## config.mk

```make
export PLATFORM = sky130hd
export DESIGN_NAME = gcd_front
export DESIGN_NICKNAME = d
export VERILOG_FILES = /design/src/rtl/gcd_pkg.sv /design/src/rtl/gcd_front.sv
export SDC_FILE = /design/constraint.sdc
export NUM_CORES = 1
export LEC_CHECK = 0
export ABC_AREA = 1
export BUFFER_PORTS_ARGS = -buffer_cell sky130_fd_sc_hd__buf_2
export CAP_MARGIN = 20
export CORE_AREA = 10 10 84 86
export CTS_BUF_LIST = sky130_fd_sc_hd__clkbuf_4
export DETAILED_ROUTE_END_ITERATION = 10
export DIE_AREA = 0 0 94 96
export GPL_TIMING_DRIVEN = 0
export PLACE_DENSITY = 0.86
export SETUP_SLACK_MARGIN = 0.4
export SLEW_MARGIN = 20
export SYNTH_ARGS = -nofsm -noshare
export SYNTH_HDL_FRONTEND = slang
export SYNTH_SLANG_ARGS = --single-unit
```

## constraint.sdc

```tcl
create_clock -name clk -period 5.78 [get_ports clk]
set_input_delay 0.289 -clock clk [delete_from_list [all_inputs] [get_ports clk]]
set_output_delay 0.289 -clock clk [all_outputs]
set_load 0.005 [all_outputs]
```

## src/rtl/gcd_pkg.sv

```systemverilog
// gcd_pkg: shared types and constants of the graph cycle detect unit
// used by gcd_front, gcd_queue, gcd_search and graph_cycle_detect_unit
// no dependencies
`default_nettype none

package gcd_pkg;

    localparam int ROW_IDX_W   = 6;
    localparam int ROW_BITS_W  = 64;
    localparam int VCOUNT_W    = 7;
    localparam int DEPTH_W     = 7;
    // queue between front and back, kept at a power of two
    localparam int QUEUE_DEPTH = 2;

    localparam logic [VCOUNT_W-1:0] VCOUNT_RESET = 7'd64;

    // one classified row beat
    typedef struct packed {
        logic                  start;
        logic                  store_en;
        logic [ROW_BITS_W-1:0] row_bits;
        logic [ROW_IDX_W-1:0]  row_idx;
    } gcd_entry_t;

    // search engine status seen by the top level
    typedef struct packed {
        logic               busy;
        logic [DEPTH_W-1:0] depth;
    } gcd_status_t;

    typedef enum logic [1:0] {
        ST_IDLE,
        ST_ROOT,
        ST_SCAN,
        ST_POP
    } gcd_state_t;

endpackage

`default_nettype wire

```

## src/rtl/gcd_front.sv

```systemverilog
// gcd_front: input stage, registers each row beat and classifies it
// depends on gcd_pkg
`default_nettype none

module gcd_front #(
    parameter int MAX_VERTICES = 64
) (
    input  wire logic                        clk,
    input  wire logic                        rst_n,
    input  wire logic                        in_valid,
    output logic                             in_ready,
    input  wire logic [gcd_pkg::ROW_IDX_W-1:0]  in_row_idx,
    input  wire logic [gcd_pkg::ROW_BITS_W-1:0] in_row_bits,
    input  wire logic                        in_last,
    output logic                             out_valid,
    input  wire logic                        out_ready,
    output gcd_pkg::gcd_entry_t              out_entry
);

    localparam logic [gcd_pkg::ROW_IDX_W:0] MAXV = (gcd_pkg::ROW_IDX_W + 1)'(MAX_VERTICES);

    logic                valid_reg;
    logic                valid_next;
    gcd_pkg::gcd_entry_t entry_reg;
    gcd_pkg::gcd_entry_t entry_next;
    logic                accept;

    // hold slot frees when empty or when the queue takes it
    assign in_ready = !valid_reg || out_ready;
    assign accept   = in_valid && in_ready;

    // classify: rows beyond the store are dropped, last row starts a search
    always_comb
    begin
        entry_next          = entry_reg;
        valid_next          = valid_reg && !out_ready;
        if (accept)
        begin
            entry_next.row_idx  = in_row_idx;
            entry_next.row_bits = in_row_bits;
            entry_next.store_en = ({1'b0, in_row_idx} < MAXV);
            entry_next.start    = in_last;
            valid_next          = 1'b1;
        end
    end

    always_ff @(posedge clk or negedge rst_n)
    begin
        if (!rst_n)
        begin
            valid_reg <= 1'b0;
        end
        else
        begin
            valid_reg <= valid_next;
        end
    end

    // payload needs no reset
    always_ff @(posedge clk)
    begin
        entry_reg <= entry_next;
    end

    assign out_valid = valid_reg;
    assign out_entry = entry_reg;

endmodule

`default_nettype wire

```

[Yosys cells after proc, flatten, opt, wreduce, memory -nomap -nowiden]
Index checks and enable logic that the tools add are counted.
Operators by class
  reductions and logical operators: 5
  mux-type cells: 1
Operators with widths (count)
  1-bit logical AND: 2
  1-bit zero test: 2
  1-bit logical OR: 1
  1-bit two-way mux: 1
Storage, ports and cells
  word-level logic and storage cells: 10
  flip-flop bits (word level): 72
  output and inout port bits: 74
  input bits: 75

[Logic depth before layout (Yosys ltp)]
  word-level depth: 4
  gate-level depth with buffers: 3
  gate-level depth less buffers: 3

[Worst setup path after synthesis]
No wires, ideal clock.
  path type: reg2reg
  start point: reg valid_reg, in the netlist out_valid
  end point: reg entry_reg, in the netlist out_entry[0] (enable)
  path buffers: 0
  arrival time: 3.873 ns
  clock period less this slack: 4.396 ns
  data required time: 5.257 ns
  stages on the path, launching flop included: 2
  setup time: 0.523 ns
  slack: 1.384 ns
  cell sequence: dfrtp_1 > a21oi_1
On the way
  word-level cells in the longest chain between the ends: 3
RTL lines
  start, declared: RTL line gcd_front.sv:22  | logic valid_reg;
  start signal, assigned: RTL line gcd_front.sv:55  | valid_reg <= valid_next;
  1-bit zero test: RTL line gcd_front.sv:29  | assign in_ready = !valid_reg || out_ready;
  1-bit logical OR: RTL line gcd_front.sv:29
  1-bit logical AND: RTL line gcd_front.sv:30  | assign accept = in_valid && in_ready;
  net accept: RTL line gcd_front.sv:26  | logic accept;
  end signal, assigned: RTL line gcd_front.sv:62  | entry_reg <= entry_next;
  end, declared: RTL line gcd_front.sv:24  | gcd_pkg::gcd_entry_t entry_reg;
The timed path passes the listed nets, and every way through them passes these cells.
A chain may end at the register's enable or synchronous reset.

[Worst setup path after layout]
  start point: reg valid_reg, in the netlist out_valid
  end point: reg entry_reg, in the netlist out_entry[40] (enable)
The elaborated chain is that of the path after synthesis.

==> flow_summary.toml <==
[setup_path]
worst_path_class_setup = "flip-flop to flip-flop"
r2r.worst_path.cells = 3
startpoint = "out_valid"
critPathCapture = "out_entry[40]"
critPathMaxFanout = 25
critical_path.reg2reg.startpoint = "out_valid"
reg2reg_setup_slack_ps = 4320
critical_path.reg2reg.endpoint = "out_entry[40]"
setup.worst_path.start_class = "flip-flop"
worst_setup_path_end_kind = "flip-flop"
worst_ep_required_time_ps = 5880
worst-endpoint-arrival_ps = 1560

[yosys]
synthesis.nets = 154
synthDominantCellAreaShare_pct = 97.43
yosys-top-cells-area = "sky130_fd_sc_hd__edfxtp_1, sky130_fd_sc_hd__dfrtp_1, sky130_fd_sc_hd__buf_4"
cells_after_synthesis = 79
synth.avg_cell_area_sq_um = 27.70
netlist_area_sq_mm = 0.002188
postSynthRegisterBits = 72
ys.warnings.count = 0
synth_top_area_cell = "sky130_fd_sc_hd__edfxtp_1"
synth.yosys.seq_area_share_pct = 98.57
synth.lib_cells_used.distinct = 7

[floorplan]
initial_utilization_pct = 40.49
area_inside_the_core_boundary_sq_mm = 0.005405
dieArea_sq_mm = 0.009024
fp.dieW_um = 94
die-height_um = 96
num_rows = 27
ios = 149

[grt]
gr-usage-all-layers_pct = 12.50
number_of_antenna_violations_at_the_first_check_in_global_routing = 0
first_global_vias = 1481
globalRoute.totalOverflow = 0
grt_max_degree = 28
grt_first_pass_wirelength_mm = 8.190

[status]
outcome = "finished, final reports clean"

[cts]
h-tree-depth = 3
numCtsBuffers = 9
hold_buffers = 1
clk-insertion-delay-late_ps = 400
cts_setup_buffers = 0
ctsRootBufferMaster = "sky130_fd_sc_hd__clkbuf_4"
cts_tree = "built"
cts.path.max_buffers = 2
clock-sinks = 72
cts_resized = 0
clock_slew_at_reported_path_ffs_ps = 120

[layout]
layout.nets = 316
layout_commonest_cell = "sky130_fd_sc_hd__buf_2"
layout.cells.most_common_list = "sky130_fd_sc_hd__buf_2, sky130_fd_sc_hd__edfxtp_1, sky130_fd_sc_hd__clkbuf_4"
stdcell_area_sq_mm = 0.003253
num-fill-cells = 424
antenna_cells_inserted = 0
signed_area_change_from_the_synthesized_netlist_to_the_final_layout_pct = 48.66
proportion_of_layout_cells_with_a_drive_suffix_above_1_pct = 68.29

[timing]
setup-tns-final_ps = 0
final.min_clock_period_ps = 1458
final_critical_path_setup_slack_ps = 4322
final.hold.worst_slack_ps = 54.91
max_freq_mhz = 685.7
maxSlewViolCount = 0
hold_vio_cnt_final = 0
period_share_pct = 25.23
grt_setup_unrepaired = "no"
final-setup-viol-count = 0
finClkSkew_ps = 15.80

[placed_design]
place_ws_ps = 4339
place.gp.congestion = 0.6943
dpl.hpwl_mm = 4.653
place_area_sq_mm = 0.003108
number_of_buffer_cells_added_on_primary_ports = 147

[drt]
first_iter_violations = 64
dr.pass1.iters = 4
detail_route.wirelength_mm = 5.676
number_of_remaining_drc_errors = 0
route.antenna.remaining_nets = 0
routedWlPerCell_um = 17.85
vias = 1350
vias_per_cell = 4.245

[power]
pleak_nw = 1.404
cellPowerDensity_mw_per_mm2 = 306.3
vdd_ir_drop_max_mv = 0.1990

[job]
drv.max_cap_violation_count = 0

[worst_hold_path]
min-delay-path-class = "input pin to flip-flop"
## how the worst min path moves through the flow
stage	slack, ps	to	startpoint	cells past startpoint
6_report	50	out_entry[11]	in_row_bits[5]	1
5_1_grt	20	out_entry[57]	in_row_bits[51]	1
4_1_cts	20	out_entry[11]	in_row_bits[5]	1
3_5_place_dp	60	out_valid	rst_n	1
3_3_place_gp	60	out_valid	rst_n	1
2_1_floorplan	-7	out_valid	rst_n	0
## per-layer routing
layer / share of wire [%] / global-route usage (%) / wire, um
met1: 37 / 13.04 / 2113
met2: 47 / 18.66 / 2662
met3: 14 / 8.093 / 814
met4: 1.5 / 7.595 / 85
met5: 0 / 0 / 0
## where the power goes
group          switching, W  leakage (nW)  internal (W)
clock              0.000167        0.0722      0.000135
combinational     0.0000383         0.645     0.0000435
sequential       0.00000636         0.687      0.000607
total              0.000211          1.40      0.000785
## area by class of cell
class	count	area (sq um)	area share [%]
timing repair buffer	151	828.3	25.46
clock buffer	10	75.07	2.308
multi-input combinational	4	27.53	0.8462
tap	72	90.09	2.769
sequential	72	2157	66.31
buffer	1	7.507	0.2308
clock inverter	6	60.06	1.846
inverter	2	7.507	0.2308
## registers in the layout, indices dropped and copies added (netlist names)
signal	flops
out_entry	71
out_valid	1
## worst max-delay path, cell delays in order, from the launching register on
cell,delay [ps]
sky130_fd_sc_hd__dfrtp_1,440
sky130_fd_sc_hd__a21oi_4,320
sky130_fd_sc_hd__buf_16,200
sky130_fd_sc_hd__buf_16,190
## stage by stage
step	utilization [%]	cells	power, W
detailed placement	57.50	301	0.0007095
CTS	60.19	318	0.001012
global placement	55.76	298	0.0007011
floorplan	-	79	0.0006453
global route	60.19	318	0.001041
finish	60.19	318	0.0009965
## logic make-up after synthesis
| family | after synthesis | share of synthesized area [%] |
|---|---|---|
| AND/OR/NAND/NOR | 2 | 0.3432 |
| buffers and inverters | 3 | 0.6864 |
| flip-flops | 72 | 98.57 |
| AO/OA/AOI/OAI | 1 | 0.2285 |
| other | 1 | 0.1714 |
## synthesized netlist by cell type
| library cell | instances |
|---|---|
| sky130_fd_sc_hd__nand2_1 | 2 |
| sky130_fd_sc_hd__inv_1 | 2 |
| sky130_fd_sc_hd__conb_1 | 1 |
| sky130_fd_sc_hd__a21oi_1 | 1 |
| sky130_fd_sc_hd__edfxtp_1 | 71 |
| sky130_fd_sc_hd__buf_4 | 1 |
| sky130_fd_sc_hd__dfrtp_1 | 1 |
No activity file was read; power rests on OpenSTA's default activity.
