`config.mk`:
```
export PLATFORM = sky130hd
export DESIGN_NAME = gcd_queue
export DESIGN_NICKNAME = d
export VERILOG_FILES = /design/src/rtl/gcd_pkg.sv /design/src/rtl/gcd_queue.sv
export SDC_FILE = /design/constraint.sdc
export NUM_CORES = 1
export LEC_CHECK = 0
export BUFFER_PORTS_ARGS = -buffer_cell sky130_fd_sc_hd__buf_2
export CORE_ASPECT_RATIO = 0.7
export CORE_MARGIN = 3
export CORE_UTILIZATION = 56
export DETAILED_ROUTE_END_ITERATION = 16
export MAX_ROUTING_LAYER = met4
export PLACE_DENSITY = 0.84
export RECOVER_POWER = 100
export SYNTH_ARGS = -nofsm -noshare
export SYNTH_HDL_FRONTEND = slang
export SYNTH_SLANG_ARGS = --single-unit
export TNS_END_PERCENT = 50
```
`constraint.sdc`:
```
create_clock -name clk -period 6.31 [get_ports clk]
set_clock_uncertainty 0.05 [all_clocks]
set_input_delay 1.262 -clock clk [delete_from_list [all_inputs] [get_ports clk]]
set_output_delay 1.262 -clock clk [all_outputs]
set_load 0.02 [all_outputs]
```
`src/rtl/gcd_pkg.sv`:
```
// gcd_pkg: shared types and constants of the graph cycle detect unit
// used by gcd_front, gcd_queue, gcd_search and graph_cycle_detect_unit
// no dependencies
`default_nettype none

package gcd_pkg;

    localparam int ROW_IDX_W   = 6;
    localparam int ROW_BITS_W  = 64;
    localparam int VCOUNT_W    = 7;
    localparam int DEPTH_W     = 7;
    // queue between front and back, kept at a power of two
    localparam int QUEUE_DEPTH = 2;

    localparam logic [VCOUNT_W-1:0] VCOUNT_RESET = 7'd64;

    // one classified row beat
    typedef struct packed {
        logic                  start;
        logic                  store_en;
        logic [ROW_BITS_W-1:0] row_bits;
        logic [ROW_IDX_W-1:0]  row_idx;
    } gcd_entry_t;

    // search engine status seen by the top level
    typedef struct packed {
        logic               busy;
        logic [DEPTH_W-1:0] depth;
    } gcd_status_t;

    typedef enum logic [1:0] {
        ST_IDLE,
        ST_ROOT,
        ST_SCAN,
        ST_POP
    } gcd_state_t;

endpackage

`default_nettype wire

```
`src/rtl/gcd_queue.sv`:
```
// gcd_queue: short fifo of classified row beats between front and back
// depends on gcd_pkg
`default_nettype none

module gcd_queue (
    input  wire logic                clk,
    input  wire logic                rst_n,
    input  wire logic                in_valid,
    output logic                     in_ready,
    input  wire gcd_pkg::gcd_entry_t in_entry,
    output logic                     out_valid,
    input  wire logic                out_ready,
    output gcd_pkg::gcd_entry_t      out_entry
);

    localparam int AW = (gcd_pkg::QUEUE_DEPTH > 1) ? $clog2(gcd_pkg::QUEUE_DEPTH) : 1;
    localparam logic [AW:0] FULL = (AW + 1)'(gcd_pkg::QUEUE_DEPTH);

    gcd_pkg::gcd_entry_t slots [gcd_pkg::QUEUE_DEPTH];
    logic [AW-1:0] wr_ptr_reg;
    logic [AW-1:0] wr_ptr_next;
    logic [AW-1:0] rd_ptr_reg;
    logic [AW-1:0] rd_ptr_next;
    logic [AW:0]   count_reg;
    logic [AW:0]   count_next;
    logic          push;
    logic          pop;

    assign in_ready  = (count_reg != FULL);
    assign out_valid = (count_reg != '0);
    assign push      = in_valid && in_ready;
    assign pop       = out_valid && out_ready;
    assign out_entry = slots[rd_ptr_reg];

    // pointer and fill count update
    always_comb
    begin
        wr_ptr_next = push ? wr_ptr_reg + AW'(1) : wr_ptr_reg;
        rd_ptr_next = pop ? rd_ptr_reg + AW'(1) : rd_ptr_reg;
        count_next  = count_reg;
        if (push && !pop)
        begin
            count_next = count_reg + (AW + 1)'(1);
        end
        else if (pop && !push)
        begin
            count_next = count_reg - (AW + 1)'(1);
        end
    end

    always_ff @(posedge clk or negedge rst_n)
    begin
        if (!rst_n)
        begin
            wr_ptr_reg <= '0;
            rd_ptr_reg <= '0;
            count_reg  <= '0;
        end
        else
        begin
            wr_ptr_reg <= wr_ptr_next;
            rd_ptr_reg <= rd_ptr_next;
            count_reg  <= count_next;
        end
    end

    // slot storage
    always_ff @(posedge clk)
    begin
        if (push)
        begin
            slots[wr_ptr_reg] <= in_entry;
        end
    end

endmodule

`default_nettype wire

```
Word-level counts from Yosys, hierarchy flattened:

Memories as Yosys holds them, arrays and structs flattened.
Cells that the tools add are included.

* add/subtract/negate cells: 4
* eq/ne operators: 1
* reductions and logical operators: 8
* mux-type cells: 4

Operators with widths (count)
* $logic_and 1x1->1: 4
* $mux 2: 2
* $reduce_bool 2->1: 2
* $add 1x1->1 const B: 2
* $add 2x1->2 const B: 1
* $logic_not 1->1: 2
* $mux 1: 2
* $ne 2x2->1 const B: 1
* $sub 2x1->2 const B: 1

* input bits: 76
* memories kept: 1
* bits in writable memories: 144
* output and inout bits: 74
* flip-flop bits (word level): 4

Memory list
* slots: depth 2, bits a word 72, rd ports 1, clocked after memory_dff 0, wr ports 1, line gcd_queue.sv:19 `gcd_pkg::gcd_entry_t slots [gcd_pkg::QUEUE_DEPTH];`

Depth between registers and ports, before layout:

* depth after elaboration: 6
* gate-level depth with buffers: 7
* mapped depth without buffers: 7

Least setup slack after synthesis:

OpenSTA, ideal clock, no wires.

* kind: input -> register
* start point: input in_valid
* end point: memory slots[0][0] (netlist name) (enable)
* setup slack: 1.392 ns
* arrival: 4.365 ns
* stages: 2
* setup time: 0.503 ns
* cell sequence: nand2_1 > nor2_1

* longest elaborated chain between the ends: 3

Ends and longest elaborated chain
* from (decl): line gcd_queue.sv:8 `input wire logic in_valid,`
* $logic_and 1x1->1: line gcd_queue.sv:31 `assign push = in_valid && in_ready;`
* $mux 1: line gcd_queue.sv:70 `if (push)`
* $mux 1 (not written as such): line gcd_queue.sv:72 `slots[wr_ptr_reg] <= in_entry;`
* to (decl): line gcd_queue.sv:19

Every way passes these cells.

Final worst setup path:

* start point: input in_valid
* end point: memory slots[0][59] (netlist name) (enable)

The elaborated chain is that of the path after synthesis.

==> metrics.md <==
| Metric | Value |
|---|---|
| Unique masters post-synth | `15` |
| R2r endpoint | `slots[0][59]$_DFFE_PP_` |
| Total grt overflow | `0` |
| Failing checks | `capacitance limit, slew limit` |
| Final wirelength | `slightly above 10000 um` |
| RePlAce Congestion | `approximately 0.76` |
| Num rows | `30` |
| Synth-to-layout area growth | `17.8%` |
| Fmax | `between 200 and 250 MHz` |
| Hold Fails Final Rpt | `0` |
| Fin nets | `481` |
| Critical Path, Cell by Cell | `clkbuf_1, nand2_1, nor2_1, clkbuf_2` |
| Leakage power total | `2.47 nW` |
| Clk_lat worst skew | `about 410 ps` |
| Initial antenna violation count | `0` |
| Worst Path Required | `approximately 6300 ps` |
| GRT Overall Usage | `0.186` |
| Synth area leader | `edfxtp_1` |
| Synth Flop Type | `edfxtp_1` |
| Global-route wire length before repair | `roughly 16000 um` |
| Period utilization | `0.723` |
| Post-synth net total | `around 320` |
| Critical Path Fanout Max | `42` |
| Iter 0 DRT Violations | `roughly 120` |
| Setup_tns | `0 ps` |
| Status | `finished with violations` |
| RSZ-0062 raised after global routing | `false` |
| DR WL/cell | `between 15 and 20 um` |
| Clock Sinks | `around 150` |
| N_diodes | `0` |
| Arrival @ worst endpoint | `about 4500 ps` |
| Post-layout util | `0.688` |
| Buffers added on ports | `approximately 150` |
| FF-to-FF path depth | `4` |
| Largest net degree at the start of global routing | `between 70 and 80` |
| Slew @ Worst Pin | `roughly 3300 ps` |
| Final Max Slew Viols | `105` |
| Die height | `90.7 um` |
| Area contributors post-synth | `edfxtp_1 75%, mux2_4 18%, buf_12 2.4%` |
| Via count | `roughly 2700` |
| Max-Cap Viols | `2` |
| Cell Pwr Density | `502 nW/um^2` |
| CP max stage delay | `around 1900 ps` |
| Fin crit period | `4560 ps` |
| Startpoint types | `input pin` |
| Initial DRT Pass Iterations | `4` |
| Core Box Area | `roughly 10000 um^2` |
| Die W | `approximately 130 um` |
| Kind of critical path | `input pin to flip-flop` |
| CTS tree | `built` |
| Number of H-tree levels | `4` |
| Starting Density | `0.584` |
| #FFs+latches synth | `148` |
| Post-synthesis sequential area ratio | `0.771` |
| Post-synth ARST share | `0.0270` |
| Commonest cells post-synth | `144 x edfxtp_1, 69 x mux2_4, 7 x buf_12` |
| Critical Path Sink Type | `flip-flop` |
| Hold Path Class | `flip-flop to flip-flop` |
| Final ANT Viol Nets | `0` |
| Number of setup violations in the final report | `0` |
| Hold depth | `1` |
| Min-delay src | `count_reg[1]$_DFFE_PN0P_` |
| Post-cts sizing count | `0` |
| Share of cells above drive strength 1 | `0.329` |
| Final WS setup | `between 1500 and 2000 ps` |
| Clock root cell | `clkbuf_16` |
| Crit-path slowest cell | `nor2_1` |
| Clock Tree Buf Depth | `2` |
| Die area | `between 10000 and 15000 um^2` |
| CTS buffer count | `17` |
| Vias in the first global route | `2967` |
| DP Cell Count | `slightly above 500` |
| Cell with the most instances after synthesis | `edfxtp_1` |
| Fin cells | `542` |
| Clock slew at reported path FFs | `approximately 60 ps` |
| Residual DRC count | `0` |
| Synthesis Warnings | `0` |
| R2R Setup Slk | `2090 ps` |
| Reg2Reg Launch Point | `count_reg[0]$_DFFE_PN0P_` |
| Syn Area/Cell | `approximately 24 um^2` |
| Hold endpoint | `count_reg[1]$_DFFE_PN0P_` |
| Number of synthesized flops with an enable pin | `roughly 140` |
| Final HPWL DP | `roughly 6300 um` |
| Max-Slew Margin vs Limit | `-1.22` |
| Synth top area share | `0.753` |
| Postcts setup bufs | `0` |
| Num ports | `150` |
| Synth Instances | `about 240` |
| Worst VDD drop | `approximately 0.43 mV` |
| Post-place setup slack | `2890 ps` |
| Post-DR vias/cell | `around 5.0` |
| Number of flip-flops in the largest register | `between 100 and 150` |
| Syn Std Cell Area | `between 5000 and 6000 um^2` |
| CTS Hold Bufs | `0` |
-- layout by cell type (no fill, tap or decap), drive strengths merged, types with 2 or more instances in the layout --
master / count
clkbuf: 66
dfrtp: 4
mux2: 72
buf: 103
bufinv: 3
edfxtp: 144
nor2: 2
nand2: 2
clkinv: 7
xnor2: 3
xor2: 2
-- layer usage --
layer  global-route usage  wire [um]  vias to the layer above
met5                    -          0                        -
met4               0.0670        112                        0
met3               0.0822        890                       12
met2                0.280       4740                      113
met1                0.225       4400                     1323
li1                     -          -                     1278
-- worst max-delay path: cells and delay by family --
| family | cells | cell delay (ps) |
|---|---|---|
| buffers and inverters | 2 | 1200 |
| and+or+nand+nor | 2 | 2050 |
-- worst max path at each step --
stage,start,slack [ps],to,cells past startpoint
finish,in_valid,1750,slots[0][59]$_DFFE_PP_,4
global route,in_valid,1370,slots[0][53]$_DFFE_PP_,4
CTS,rd_ptr_reg$_DFFE_PN0P_,2440,out_entry[29],3
detailed placement,rd_ptr_reg$_DFFE_PN0P_,2890,out_entry[31],3
global placement,rd_ptr_reg$_DFFE_PN0P_,2910,out_entry[27],3
floorplan,in_valid,1390,slots[0][0]$_DFFE_PP_,2
-- layout make-up --
class / count / area, um^2
Tap cell: 128 / 160
Sequential cell: 148 / 4430
Clock buffer: 18 / 429
Fill cell: 709 / 3070
Multi-Input combinational cell: 85 / 905
Clock inverter: 11 / 139
Timing Repair Buffer: 151 / 697
Inverter: 1 / 3.75
-- metrics by stage --
stage | hold slack (ps) | total power (W) | cell area, um^2
floorplan | 406 | 0.00243 | 5740
global placement | 431 | 0.00265 | 6530
detailed placement | 428 | 0.00268 | 6530
CTS | 461 | 0.00366 | 7090
global route | 472 | 0.00356 | 6760
finish | 458 | 0.00340 | 6760
-- cells by family after synthesis --
group | Yosys count | synth area share
buffers and inverters | 9 | 0.0270
and+or+nand+nor | 7 | 0.00589
DFF | 148 | 0.771
adders and majority gates | 1 | 0.00218
xor gates and xnor gates | 5 | 0.00763
muxes | 72 | 0.186
-- report_power, final --
| part | internal, W | switching [W] |
|---|---|---|
| Clock | 0.000611 | 0.000355 |
| Sequential | 0.00137 | 0.000119 |
| Combinational | 0.000336 | 0.000608 |
(Power assumes the default switching activity.)
